[src/hdl/rtcsp_pkg.sv]
// types, constants and helper functions for the radiotap channel and signal parser
`timescale 1ns / 1ps
`default_nettype none

package rtcsp_pkg;

    localparam int POS_W = 7;
    localparam logic [POS_W-1:0] POS_MAX = 7'd127;
    localparam logic [POS_W-1:0] PRESENT_START = 7'd4;

    localparam logic [3:0] MAX_PRESENT_WORDS = 4'd8;

    localparam logic [15:0] FREQ_CH1 = 16'd2412;
    localparam logic [15:0] FREQ_CH14 = 16'd2484;
    localparam int FREQ_STEP = 5;
    localparam int NUM_STEP_CHANNELS = 13;
    localparam logic [3:0] CH_NONE = 4'd0;
    localparam logic [3:0] CH14 = 4'd14;

    localparam int FOUND_CH = 0;
    localparam int FOUND_SIG = 1;

    localparam int BIT_TSFT = 0;
    localparam int BIT_FLAGS = 1;
    localparam int BIT_RATE = 2;
    localparam int BIT_CHANNEL = 3;
    localparam int BIT_FHSS = 4;
    localparam int BIT_SIGNAL = 5;
    localparam int BIT_EXT = 31;

    typedef struct packed {
        logic [POS_W-1:0] ch_off;
        logic [POS_W-1:0] sig_off;
    } offsets_t;

    typedef struct packed {
        logic [POS_W-1:0] pos;
        logic [31:0]      first_bits;
        logic [31:0]      cur_word;
        logic [3:0]       total;
        logic             chain_done;
        logic             ovf;
        offsets_t         offs;
        logic [15:0]      freq;
        logic [7:0]       sig;
        logic [1:0]       found;
    } parse_state_t;

    // field offsets from the first present word and the present word count
    function automatic offsets_t plan_offsets(input logic [5:0] p, input logic [3:0] total);
        logic [7:0] off;
        offsets_t   r;
        r = '0;
        off = 8'd4 + {2'b00, total, 2'b00};
        if (p[BIT_TSFT]) begin
            off = ((off + 8'd7) & 8'hF8) + 8'd8;
        end
        if (p[BIT_FLAGS]) begin
            off = off + 8'd1;
        end
        if (p[BIT_RATE]) begin
            off = off + 8'd1;
        end
        if (p[BIT_CHANNEL]) begin
            off = (off + 8'd1) & 8'hFE;
            r.ch_off = off[POS_W-1:0];
            off = off + 8'd4;
        end
        if (p[BIT_FHSS]) begin
            off = ((off + 8'd1) & 8'hFE) + 8'd2;
        end
        r.sig_off = off[POS_W-1:0];
        return r;
    endfunction

    // 2.4 ghz frequency to channel number
    function automatic logic [3:0] channel_of(input logic [15:0] f);
        logic [3:0] ch;
        ch = CH_NONE;
        for (int i = 0; i < NUM_STEP_CHANNELS; i++) begin
            if (f == FREQ_CH1 + 16'(FREQ_STEP * i)) begin
                ch = 4'(i + 1);
            end
        end
        if (f == FREQ_CH14) begin
            ch = CH14;
        end
        return ch;
    endfunction

endpackage

`default_nettype wire

[src/hdl/radiotap_channel_signal_parser.sv]
// radiotap header parser that extracts the channel number and antenna signal
//
// input channel: one header byte per request on s_data_byte; s_first_byte
// marks byte 0 of a new header and restarts the parse, s_last_byte asks for
// a result once that byte has been taken. bytes seen before any first mark
// after reset are parsed as a header starting at byte 0.
// result channel: m_channel, m_channel_found, m_signal_dbm, m_signal_found
// and m_present_overflow, one request for every byte marked last.
// latency: the result is valid in the cycle after its last byte is taken.
// throughput: one byte per cycle while s_ready is high; each byte passes one stage
// of logic from the parse state registers into the result register.
// stall: the result register holds its request while m_ready is low; input
// bytes are still taken unless a result is held and m_ready is low.
// reset: aresetn clears the parse state and drops m_valid.
`timescale 1ns / 1ps
`default_nettype none

module radiotap_channel_signal_parser
    import rtcsp_pkg::*;
(
    input  wire logic              aclk,
    input  wire logic              aresetn,

    input  wire logic              s_valid,
    output logic                   s_ready,
    input  wire logic [7:0]        s_data_byte,
    input  wire logic              s_first_byte,
    input  wire logic              s_last_byte,

    output logic                   m_valid,
    input  wire logic              m_ready,
    output logic [3:0]             m_channel,
    output logic                   m_channel_found,
    output logic signed [7:0]      m_signal_dbm,
    output logic                   m_signal_found,
    output logic                   m_present_overflow
);

    parse_state_t state_reg;
    parse_state_t state_next;
    parse_state_t base;

    logic              accept;
    logic [1:0]        idx;
    logic [7:0]        pos_ext;
    logic [7:0]        ch_hi_pos;

    logic              m_valid_reg;
    logic [3:0]        channel_reg;
    logic [3:0]        channel_next;
    logic              channel_found_reg;
    logic signed [7:0] signal_dbm_reg;
    logic signed [7:0] signal_dbm_next;
    logic              signal_found_reg;
    logic              overflow_reg;

    assign s_ready = !m_valid_reg || m_ready;
    assign accept  = s_valid && s_ready;

    assign idx       = base.pos[1:0];
    assign pos_ext   = {1'b0, base.pos};
    assign ch_hi_pos = {1'b0, base.offs.ch_off} + 8'd1;

    always_comb begin
        base = s_first_byte ? '0 : state_reg;
        state_next = base;
        if (!base.chain_done) begin
            if (base.pos >= PRESENT_START) begin
                if (idx == 2'd0) begin
                    state_next.cur_word = {24'd0, s_data_byte};
                end else begin
                    state_next.cur_word = base.cur_word
                                        | ({24'd0, s_data_byte} << {idx, 3'b000});
                end
                if (idx == 2'd3) begin
                    if (base.total == 4'd0) begin
                        state_next.first_bits = state_next.cur_word;
                    end
                    state_next.total = base.total + 4'd1;
                    if (!state_next.cur_word[BIT_EXT]) begin
                        state_next.chain_done = 1'b1;
                        state_next.offs = plan_offsets(state_next.first_bits[5:0],
                                                       state_next.total);
                    end else if (state_next.total >= MAX_PRESENT_WORDS) begin
                        state_next.chain_done = 1'b1;
                        state_next.ovf = 1'b1;
                    end
                end
            end
        end else if (!base.ovf) begin
            if (base.first_bits[BIT_CHANNEL] && base.pos == base.offs.ch_off) begin
                state_next.freq[7:0] = s_data_byte;
            end
            if (base.first_bits[BIT_CHANNEL] && pos_ext == ch_hi_pos) begin
                state_next.freq[15:8] = s_data_byte;
                state_next.found[FOUND_CH] = 1'b1;
            end
            if (base.first_bits[BIT_SIGNAL] && base.pos == base.offs.sig_off) begin
                state_next.sig = s_data_byte;
                state_next.found[FOUND_SIG] = 1'b1;
            end
        end
        if (base.pos < POS_MAX) begin
            state_next.pos = base.pos + 7'd1;
        end
    end

    assign channel_next    = state_next.found[FOUND_CH] ? channel_of(state_next.freq) : CH_NONE;
    assign signal_dbm_next = state_next.found[FOUND_SIG] ? $signed(state_next.sig) : 8'sd0;

    always_ff @(posedge aclk) begin
        if (!aresetn) begin
            state_reg   <= '0;
            m_valid_reg <= 1'b0;
        end else begin
            if (accept) begin
                state_reg <= state_next;
            end
            if (accept && s_last_byte) begin
                m_valid_reg <= 1'b1;
            end else if (m_ready) begin
                m_valid_reg <= 1'b0;
            end
        end
    end

    // result payload
    always_ff @(posedge aclk) begin
        if (accept && s_last_byte) begin
            channel_reg       <= channel_next;
            channel_found_reg <= state_next.found[FOUND_CH];
            signal_dbm_reg    <= signal_dbm_next;
            signal_found_reg  <= state_next.found[FOUND_SIG];
            overflow_reg      <= state_next.ovf;
        end
    end

    assign m_valid            = m_valid_reg;
    assign m_channel          = channel_reg;
    assign m_channel_found    = channel_found_reg;
    assign m_signal_dbm       = signal_dbm_reg;
    assign m_signal_found     = signal_found_reg;
    assign m_present_overflow = overflow_reg;

    a_ovf_no_fields: assert property (@(posedge aclk) disable iff (!aresetn)
        m_valid_reg && overflow_reg |-> !channel_found_reg && !signal_found_reg)
        else $error("field reported on an overflowed present chain");

    a_channel_needs_found: assert property (@(posedge aclk) disable iff (!aresetn)
        m_valid_reg && channel_reg != CH_NONE |-> channel_found_reg)
        else $error("channel number without a captured frequency");

    a_channel_range: assert property (@(posedge aclk) disable iff (!aresetn)
        m_valid_reg |-> channel_reg <= CH14)
        else $error("channel number out of range");

    a_signal_zero: assert property (@(posedge aclk) disable iff (!aresetn)
        m_valid_reg && !signal_found_reg |-> signal_dbm_reg == 8'sd0)
        else $error("signal value given without a captured signal byte");

    a_pos_saturates: assert property (@(posedge aclk) disable iff (!aresetn)
        state_reg.pos == POS_MAX && !(s_valid && s_ready && s_first_byte)
        |=> state_reg.pos == POS_MAX)
        else $error("byte position wrapped");

endmodule

`default_nettype wire

[config.mk]
export PLATFORM = sky130hd
export DESIGN_NAME = radiotap_channel_signal_parser
export DESIGN_NICKNAME = d
export VERILOG_FILES = /design/src/hdl/rtcsp_pkg.sv /design/src/hdl/radiotap_channel_signal_parser.sv
export SDC_FILE = /design/constraint.sdc
export NUM_CORES = 1
export LEC_CHECK = 0
export BUFFER_PORTS_ARGS = -buffer_cell sky130_fd_sc_hd__buf_2
export CELL_PAD_IN_SITES_DETAIL_PLACEMENT = 0
export CELL_PAD_IN_SITES_GLOBAL_PLACEMENT = 1
export CORE_MARGIN = 2
export CORE_UTILIZATION = 40
export CTS_CLUSTER_DIAMETER = 30
export DETAILED_ROUTE_END_ITERATION = 6
export PLACE_DENSITY = 0.71
export SLEW_MARGIN = 20
export SYNTH_ARGS = -nofsm -noshare
export SYNTH_HDL_FRONTEND = slang
export SYNTH_SLANG_ARGS = --single-unit
[constraint.sdc]
create_clock -name aclk -period 7.5 [get_ports aclk]
set_input_delay 1.875 -clock aclk [delete_from_list [all_inputs] [get_ports aclk]]
set_output_delay 1.875 -clock aclk [all_outputs]
set_load 0.1 [all_outputs]
==> flow_summary.json, run 1 <==
{
  "status": "finished, final reports clean",
  "cts_setup_buffers": 0,
  "synthCells": 654,
  "cp_slowest_stage_delay_ps": 470,
  "synth-seq-cells": 82,
  "die_w_um": 121,
  "synthTopCellsByArea": "dfxtp_1 25%, edfxtp_1 8.3%, nor2b_1 6.0%, nand2_1 5.6%, a22oi_1 5.1%",
  "rsz0062_at_grt": "false",
  "antenna_left": 0,
  "drt_iter0_markers": 442,
  "post-route-min-period_ps": 5840,
  "clkSinkCount": 82,
  "synth_top_cell_area_share_pct": 24.6,
  "place_congestion": 0.885,
  "peakVddDrop_mv": 0.0925,
  "ys_seq_area_share_pct": 32.9,
  "antenna_found_initial": 0,
  "die_area_mm2": 0.0146,
  "clock_latency_ps": 350,
  "drt_wl_total_um": 14600,
  "arrival_ps": 6140,
  "htreeDepth": 3,
  "cts_root_buf": "clkbuf_16",
  "finalCritPeriodShare_pct": 77.9,
  "crit_required_ps": 7800,
  "slowest_stage": "or4_1",
  "num_vias": 4796,
  "switchingPower_uw": 306,
  "ctsHoldBuffers": 0,
  "slew_headroom_pct": 29.2,
  "post_drt_wl_per_cell_um": 17.3,
  "grt_overflow": 0,
  "first_global_vias": 4392,
  "p_comb_share_pct": 11.8,
  "grt_max_degree": 70,
  "cp-end-kind": "register",
  "avgSynthCellArea_um2": 8.32,
  "drc": 0,
  "worstPathCellList": "buf_2 -> inv_2 -> nand2_1 -> ha_1 -> nor2_4 -> o21ai_0 -> a22o_1 -> nand2_1 -> o21ai_0 -> ha_1 -> and2_1 -> o31ai_1 -> o22ai_1 -> a41oi_1 -> o31ai_1 -> nand3_1 -> or4_1 -> a32oi_1 -> a31o_1",
  "clockBufferDepth": 2,
  "reg2reg_from": "state_reg[111]",
  "cts.repair.resized": 0,
  "p_per_area_mw_per_mm2": 172,
  "drive_gt1_share_pct": 11.5,
  "path_class": "in2reg",
  "largest_reg_flops": 66,
  "clk_pin_slew_ps": 70,
  "holdPathEnd": "state_reg[26]",
  "dpl.hpwl_um": 10500,
  "syn_nets": 680,
  "worst_slew_pin_slew_ps": 1060,
  "antenna_cells": 0,
  "cp_max_fo": 25,
  "r2r_slack_ps": 3190,
  "rr_worst_depth": 17,
  "seq_power_share_pct": 44.6,
  "yosysTopAreaCell": "dfxtp_1",
  "rows": 42,
  "grt_pass1_wl_um": 23500,
  "max_freq_mhz": 171,
  "timing.rr.end": "state_reg[32]",
  "synth_enable_flop_cells": 15,
  "clockPowerShare_pct": 43.6,
  "synthFlopType": "dfxtp_1",
  "hold_depth": 2,
  "ys_types": 84,
  "whs_ps": 488,
  "cts_buffers": 9,
  "core_mm2": 0.0132,
  "cts_tree": "built",
  "viasPerCell": 5.69,
  "drv_cap": 0,
  "crit_buf_inv": 2,
  "leakage_nw": 2.12,
  "initial_core_util_pct": 41.1,
  "io_buffers": 30,
  "p_sw_share_pct": 29.8,
  "hp-start": "state_reg[26]",
  "finalHoldViolations": 0,
  "finClkSkew_ps": 8.60,
  "min_path_type": "reg2reg",
  "nets": 688,
  "setup_tns_ps": 0,
  "cp_top_family": "compound AO/OA/AOI/OAI gates",
  "drv_slew": 0,
  "p_int_uw": 719,
  "synth-async-reset-ratio_pct": 0,
  "drtPass1Iterations": 5,
  "finalSetupViolCount": 0,
  "synth_area_mm2": 0.00544,
  "yosysWarnings": 0,
  "ioPinCount": 31,
  "grt_usage_pct": 20.4,
  "setup.worst_path.start_class": "primary input",
  "synthToLayoutAreaGrowth_pct": 9.61,
  "fp.dieH_um": 121
}
[final cells by class]
cell class              count  area, um2
fillers                  1316       7280
well taps                 176        220
repair buffers             34        180
multi-input cells         519       3420
clock inverters             7       70.1
clock buffers               9        225
inverters                  16       60.1
flip-flops and latches     82       1790
[power by group through the flow]
stage	Sequential, mW	Clock (mW)	Combinational [mW]
detailed placement	0.468	0	0.120
global placement	0.467	0	0.119
finish	0.458	0.447	0.120
CTS	0.457	0.456	0.120
floorplan	0.489	0	0.0683
global route	0.458	0.471	0.130
[per-stage QoR]
step	total power, mW	utilization (%)	setup WS [ps]	cells	instance area (um2)
after floorplan	0.557	-	1940	654	5440
after global placement	0.586	42.8	1510	827	5670
after detailed placement	0.587	42.8	1380	827	5670
after CTS	1.03	45.0	1730	843	5960
after global routing	1.06	45.0	1320	843	5960
final	1.03	45.0	1660	843	5960
[routing by layer]
metal	part of all wire [%]	track usage, %	wire (um)
met5	0	0	0
met4	1.6	6.47	233
met3	3.7	2.64	542
met2	45	31.5	6610
met1	49	29.5	7200
[worst max path at each step]
stage | startpoint | cells after the start | to
3_3_place_gp | s_first_byte | 15 | state_reg[32]
4_1_cts | s_first_byte | 15 | state_reg[32]
2_1_floorplan | s_first_byte | 18 | m_channel[0]
5_1_grt | s_first_byte | 19 | state_reg[32]
6_report | s_first_byte | 19 | state_reg[32]
3_5_place_dp | s_first_byte | 15 | state_reg[32]
[cells in the mapped netlist (15+ instances only)]
master,number
a21oi_1,20
a22oi_1,37
clkbuf_1,24
dfxtp_1,67
edfxtp_1,15
nand2_1,81
nand3_1,16
nor2_1,32
nor2b_1,52
o21ai_0,37
xnor2_1,17
xor2_1,18
[cell usage in the layout, fill, tap and decap left out, types with 13 or more instances in the layout]
cell      count
edfxtp_1     15
o21ai_0      37
nand3_1      16
nor2b_1      52
xnor2_1      17
a22oi_1      37
a21oi_1      20
xor2_1       18
nand2_1      81
nor3_1       13
inv_1        14
nor2_1       32
dfxtp_1      67
buf_2        30
[cells by family (layout without fill, tap and decap cells)]
logic type / after synthesis / in the layout / synth area share, %
buffers and inverters: 53 / 66 / 4.28
flip-flops: 82 / 82 / 32.9
AO/OA/AOI/OAI: 184 / 184 / 24.5
XOR/XNOR: 37 / 37 / 6.37
AND/OR/NAND/NOR: 270 / 270 / 26.2
adder cells (fa/ha/maj): 13 / 13 / 2.94
multiplexers: 15 / 15 / 2.83
[tightest hold or removal path: stages, from the launching register on]
cell,delay (ps)
dfxtp_1,320
nand2_1,50
a21boi_0,70
(Power assumes the default switching activity.)
==> run 2, diff against run 1 <==
--- a/config.mk
+++ b/config.mk
@@ -5,6 +5,7 @@
 export SDC_FILE = /design/constraint.sdc
 export NUM_CORES = 1
 export LEC_CHECK = 0
+export ABC_AREA = 1
 export BUFFER_PORTS_ARGS = -buffer_cell sky130_fd_sc_hd__buf_2
 export CELL_PAD_IN_SITES_DETAIL_PLACEMENT = 0
 export CELL_PAD_IN_SITES_GLOBAL_PLACEMENT = 1
@@ -12,7 +13,7 @@
 export CORE_UTILIZATION = 40
 export CTS_CLUSTER_DIAMETER = 30
 export DETAILED_ROUTE_END_ITERATION = 6
-export PLACE_DENSITY = 0.71
+export PLACE_DENSITY = 0.78
 export SLEW_MARGIN = 20
 export SYNTH_ARGS = -nofsm -noshare
 export SYNTH_HDL_FRONTEND = slang
==> constraint.sdc (replaced) <==
create_clock -name aclk -period 5.3 [get_ports aclk]
set_input_delay 1.325 -clock aclk [delete_from_list [all_inputs] [get_ports aclk]]
set_output_delay 1.325 -clock aclk [all_outputs]
set_load 0.1 [all_outputs]
==> run 2 against run 1 <==
Critical path type unchanged. Core utilization up 0.067 points. Hold slack worse by 20 ps. Wire length up 21%. First-iteration DRC count down 7.2%. Sequential share of layout area down 4.1 points. Total power up 61%. Register-to-register slack worse by 1300 ps.
==> flow_summary.json, run 2 <==
{
  "status": "finished, final reports clean",
  "synthTopCellsByCount": "244 x nand2_1, 171 x inv_1, 102 x nor2_1",
  "yosysWarnings": 0,
  "crit_required_ps": 5530,
  "peakVddDrop_mv": 0.174,
  "die_w_um": 130,
  "drc": 0,
  "clock_latency_ps": 360,
  "setup_tns_ps": 0,
  "fin_area_mm2": 0.00691,
  "p_sw_share_pct": 34.3,
  "drv_slew": 0,
  "wl_met2_um": 7500,
  "synth_area_mm2": 0.00631,
  "clockPowerShare_pct": 38.3,
  "rr_worst_depth": 28,
  "post_drt_wl_per_cell_um": 14.1,
  "antenna_left": 0,
  "syn_nets": 1042,
  "whs_ps": 468,
  "synthTopCellsByArea": "dfxtp_1 21%, nand2_1 15%, inv_1 10%, edfxtp_1 7.1%, nand3_1 6.6%",
  "synth_enable_flop_cells": 15,
  "drtPass1Iterations": 5,
  "dpl.hpwl_um": 12900,
  "cts_tree": "built",
  "die_area_mm2": 0.0168,
  "synthCells": 1016,
  "finClkSkew_ps": 9.43,
  "cts_root_buf": "clkbuf_16",
  "clk_pin_slew_ps": 70,
  "fp.dieH_um": 130,
  "setup.worst_path.start_class": "primary input",
  "largest_reg_flops": 66,
  "viasPerCell": 5.03,
  "dpl_cell_area_mm2": 0.00662,
  "htreeDepth": 3,
  "worst_slew_pin_slew_ps": 967,
  "multi_input_area_mm2": 0.00365,
  "synth_top_cell_area_share_pct": 21.3,
  "drv_cap": 0,
  "grt_max_degree": 70,
  "cp-end-kind": "register",
  "core_mm2": 0.0153,
  "power_mw": 1.65,
  "path_class": "in2reg",
  "nets": 1058,
  "antenna_cells": 0,
  "p_comb_share_pct": 20.3,
  "ctsHoldBuffers": 0,
  "final_cells": 1248,
  "slowest_stage": "buf_2",
  "ioPinCount": 31,
  "initial_core_util_pct": 41.2,
  "yosysTopAreaCell": "dfxtp_1",
  "ys_types": 48,
  "antenna_found_initial": 0,
  "top_layer": "met4",
  "first_global_vias": 5704,
  "ys_seq_area_share_pct": 28.4,
  "cp_slowest_stage_delay_ps": 340,
  "rows": 45,
  "final_common_cell": "nand2_1",
  "finalHoldViolations": 0,
  "finalCritPeriodShare_pct": 81.3,
  "seqCellArea_mm2": 0.00179,
  "clkSinkCount": 82,
  "synth-seq-cells": 82,
  "fillers": 1657,
  "switchingPower_uw": 568,
  "max_freq_mhz": 232,
  "finalSetupViolCount": 0,
  "wirelength_met1_um": 9040,
  "yosysMostFrequentCell": "nand2_1",
  "drive_gt1_share_pct": 12.4,
  "min_path_type": "reg2reg",
  "slew_headroom_pct": 35.5,
  "arrival_ps": 4540,
  "p_per_area_mw_per_mm2": 239,
  "io_buffers": 30,
  "cts.repair.resized": 0,
  "avgSynthCellArea_um2": 6.21,
  "synth-async-reset-ratio_pct": 0,
  "synthToLayoutAreaGrowth_pct": 9.48,
  "synthFlopType": "dfxtp_1",
  "place_inst": 1232,
  "clockBufferDepth": 2,
  "drt_iter0_markers": 410,
  "leakage_nw": 3.28,
  "cp_max_fo": 14,
  "layout_common_cells": "243 x nand2_1, 171 x inv_1, 102 x nor2_1, 83 x nand3_1, 71 x o21ai_0",
  "post-route-min-period_ps": 4310,
  "met3_length_um": 822,
  "grt_overflow": 0,
  "hold_depth": 2,
  "grt_usage_pct": 22.0,
  "p_int_mw": 1.09,
  "place_congestion": 0.936,
  "grt_pass1_wl_um": 29200,
  "drt_wl_total_um": 17600,
  "num_vias": 6283,
  "cts_setup_buffers": 0,
  "crit_path_frequent_cell": "nand2_1",
  "cts_buffers": 9,
  "rsz0062_at_grt": "false",
  "seq_power_share_pct": 41.4
}
-- run 2: final timing paths --
check	endpoint	slack, ps	from
worst min register to register	state_reg[1]	470	state_reg[1]
worst min-delay path	state_reg[1]	470	state_reg[1]
worst max register to register	state_reg[32]	1850	state_reg[111]
worst max-delay path	state_reg[32]	990	s_first_byte
-- run 2: area by class of cell --
cell class	count	share of cell area, %
Clock buffer	9	3.26
Multi-Input combinational cell	715	52.9
Tap cell	211	3.82
Sequential cell	82	25.9
Inverter	187	10.2
Timing Repair Buffer	37	2.93
Clock inverter	7	0.942
-- run 2: cells by family after synthesis --
group	synth area share [%]
compound gates	19.0
xor+xnor	0.555
fa+ha+maj	2.38
buf+inv	13.7
flops	28.4
simple gates	36.0
-- run 2: through the flow --
step,util (%),setup slack (ps)
2_1_floorplan,-,1210
3_3_place_gp,43.2,740
3_5_place_dp,43.2,640
4_1_cts,45.1,1010
5_1_grt,45.1,421
6_report,45.1,993
-- run 2: critical path, delay by kind of cell --
family	cells	cell delay, ps
simple gates	17	1360
buf+inv	8	950
fa+ha+maj	2	520
compound gates	3	360
-- run 2: power by group through the flow --
stage / Clock [mW] / Combinational (mW) / Sequential [mW]
4_1_cts: 0.644 / 0.335 / 0.684
2_1_floorplan: 0 / 0.228 / 0.728
3_3_place_gp: 0 / 0.334 / 0.698
3_5_place_dp: 0 / 0.333 / 0.698
5_1_grt: 0.670 / 0.377 / 0.688
6_report: 0.634 / 0.335 / 0.685
-- run 2: routing by layer --
metal | global-route usage [%] | up-vias
met5 | 0 | -
met4 | 5.12 | 0
met3 | 4.13 | 24
met2 | 33.5 | 154
met1 | 32.1 | 2800
li1 | - | 3305
==> run 3, diff against run 2 <==
--- a/config.mk
+++ b/config.mk
@@ -13,7 +13,7 @@
 export CORE_UTILIZATION = 40
 export CTS_CLUSTER_DIAMETER = 30
 export DETAILED_ROUTE_END_ITERATION = 6
-export PLACE_DENSITY = 0.78
+export PLACE_DENSITY = 0.75
 export SLEW_MARGIN = 20
 export SYNTH_ARGS = -nofsm -noshare
 export SYNTH_HDL_FRONTEND = slang
==> constraint.sdc (replaced) <==
create_clock -name aclk -period 4.4 [get_ports aclk]
set_input_delay 1.1 -clock aclk [delete_from_list [all_inputs] [get_ports aclk]]
set_output_delay 1.1 -clock aclk [all_outputs]
set_load 0.1 [all_outputs]
==> run 3 against run 2 <==
Cell count is 0.96% higher. Sequential power is 20% higher. Via count hardly changed. Combinational power is 23% higher. Global-route usage is 0.25 points higher. Count of clock-buffer cells in the layout is 1 higher. First-iteration DRC count is 7.6% higher. Register-to-register slack worse by 820 ps. Sequential share of layout area is 0.61 points lower. Die area stayed put. Total power is 32% higher.
==> flow_summary.json, run 3 (synthesis results as in run 2) <==
{
  "status": "finished, final reports clean",
  "drv_slew": 0,
  "p_per_area_mw_per_mm2": 308,
  "min_path_type": "reg2reg",
  "ctsHoldBuffers": 0,
  "cp_max_fo": 5,
  "cts.repair.resized": 0,
  "arrival_ps": 4010,
  "io_buffers": 30,
  "setup_ws_ps": 591,
  "cts_root_buf": "clkbuf_16",
  "final_common_cell": "nand2_1",
  "fillers": 1690,
  "cp-end-kind": "register",
  "layout_common_cells": "243 x nand2_1, 171 x inv_1, 102 x nor2_1, 83 x nand3_1, 71 x o21ai_0",
  "clock_latency_ps": 350,
  "crit_path_frequent_cell": "nand2_1",
  "grt_pass1_wl_um": 29500,
  "clockBufferDepth": 2,
  "cts_setup_buffers": 0,
  "nets": 1070,
  "grt_max_degree": 43,
  "final_cells": 1260,
  "setup.worst_path.start_class": "primary input",
  "drc": 0,
  "r2r_slack_ps": 1030,
  "core_mm2": 0.0153,
  "antenna_found_initial": 0,
  "finalHoldViolations": 0,
  "leakage_nw": 3.38,
  "rr_worst_depth": 28,
  "cp_top_family": "simple AND/OR/NAND/NOR gates",
  "fin_area_mm2": 0.00707,
  "finalCritPeriodShare_pct": 86.6,
  "antenna_left": 0,
  "finalSetupViolCount": 0,
  "initial_core_util_pct": 41.2,
  "post_drt_wl_per_cell_um": 14.2,
  "cp_slowest_stage_delay_ps": 340,
  "dpl.hpwl_um": 13700,
  "drv_cap": 0,
  "grt_usage_pct": 22.2,
  "rows": 45,
  "clkSinkCount": 82,
  "worst_slew_pin_slew_ps": 927,
  "path_depth": 30,
  "power_mw": 2.18,
  "finClkSkew_ps": 10.9,
  "drt_iter0_markers": 441,
  "setup_tns_ps": 0,
  "path_class": "in2reg",
  "die_w_um": 130,
  "clk_pin_slew_ps": 70,
  "max_freq_mhz": 263,
  "timing.rr.end": "state_reg[32]",
  "drtPass1Iterations": 5,
  "peakVddDrop_mv": 0.190,
  "antenna_cells": 0,
  "htreeDepth": 3,
  "hold_depth": 2,
  "drt_wl_total_um": 18000,
  "cts_tree": "built",
  "slowest_stage": "ha_1",
  "grt_overflow": 0,
  "place_congestion": 0.932,
  "first_global_vias": 5753,
  "dpl_worst_slack_ps": 223,
  "crit_buf_inv": 8,
  "holdPathEnd": "state_reg[1]",
  "reg2reg_from": "state_reg[111]",
  "hp-start": "state_reg[1]",
  "synthToLayoutAreaGrowth_pct": 12.1,
  "crit_required_ps": 4600,
  "cts_buffers": 9,
  "viasPerCell": 4.98,
  "die_area_mm2": 0.0168,
  "post-route-min-period_ps": 3810,
  "place_inst": 1244,
  "fp.dieH_um": 130,
  "rsz0062_at_grt": "false",
  "drive_gt1_share_pct": 13.3,
  "num_vias": 6277,
  "ioPinCount": 31,
  "slew_headroom_pct": 38.2,
  "largest_reg_flops": 66,
  "dpl_cell_area_mm2": 0.00671
}
run 3: worst max path at each step:
stage	from	endpoint
after floorplan	s_first_byte	state_reg[32]
after global placement	s_first_byte	state_reg[32]
after detailed placement	s_first_byte	state_reg[32]
after CTS	s_first_byte	state_reg[32]
after global routing	s_first_byte	state_reg[32]
final	s_first_byte	state_reg[32]
run 3: where the power goes:
| part | leakage, nW | internal [mW] | switching [mW] |
|---|---|---|---|
| clock network | 0.177 | 0.616 | 0.329 |
| logic | 2.51 | 0.114 | 0.297 |
| registers | 0.691 | 0.802 | 0.0229 |
run 3: area by class of cell:
cell class	count	area (um2)	area share, %
clock inverters	6	138	1.95
clock buffers	10	229	3.24
inverters	187	704	9.96
repair buffers	49	293	4.14
multi-input cells	715	3650	51.7
well taps	211	264	3.73
flip-flops and latches	82	1790	25.3
run 3: metal layers:
metal | global-route usage, % | share of wire [%]
met1 | 32.2 | 52
met3 | 3.55 | 4.2
met4 | 6.64 | 2.0
met2 | 33.9 | 42
met5 | 0 | 0
run 3: worst register-to-register path: cells and delay by family, from the launching register on:
family | cells | cell delay [ps]
DFF | 1 | 500
and+or+nand+nor | 17 | 1280
buffers and inverters | 6 | 580
AOI/OAI and AO/OA | 3 | 290
adders and majority gates | 2 | 580
run 3: metrics by stage:
step	util [%]	hold WS (ps)
2_1_floorplan	-	437
6_report	46.2	467
3_5_place_dp	43.8	456
3_3_place_gp	43.8	453
5_1_grt	46.2	488
4_1_cts	46.2	467
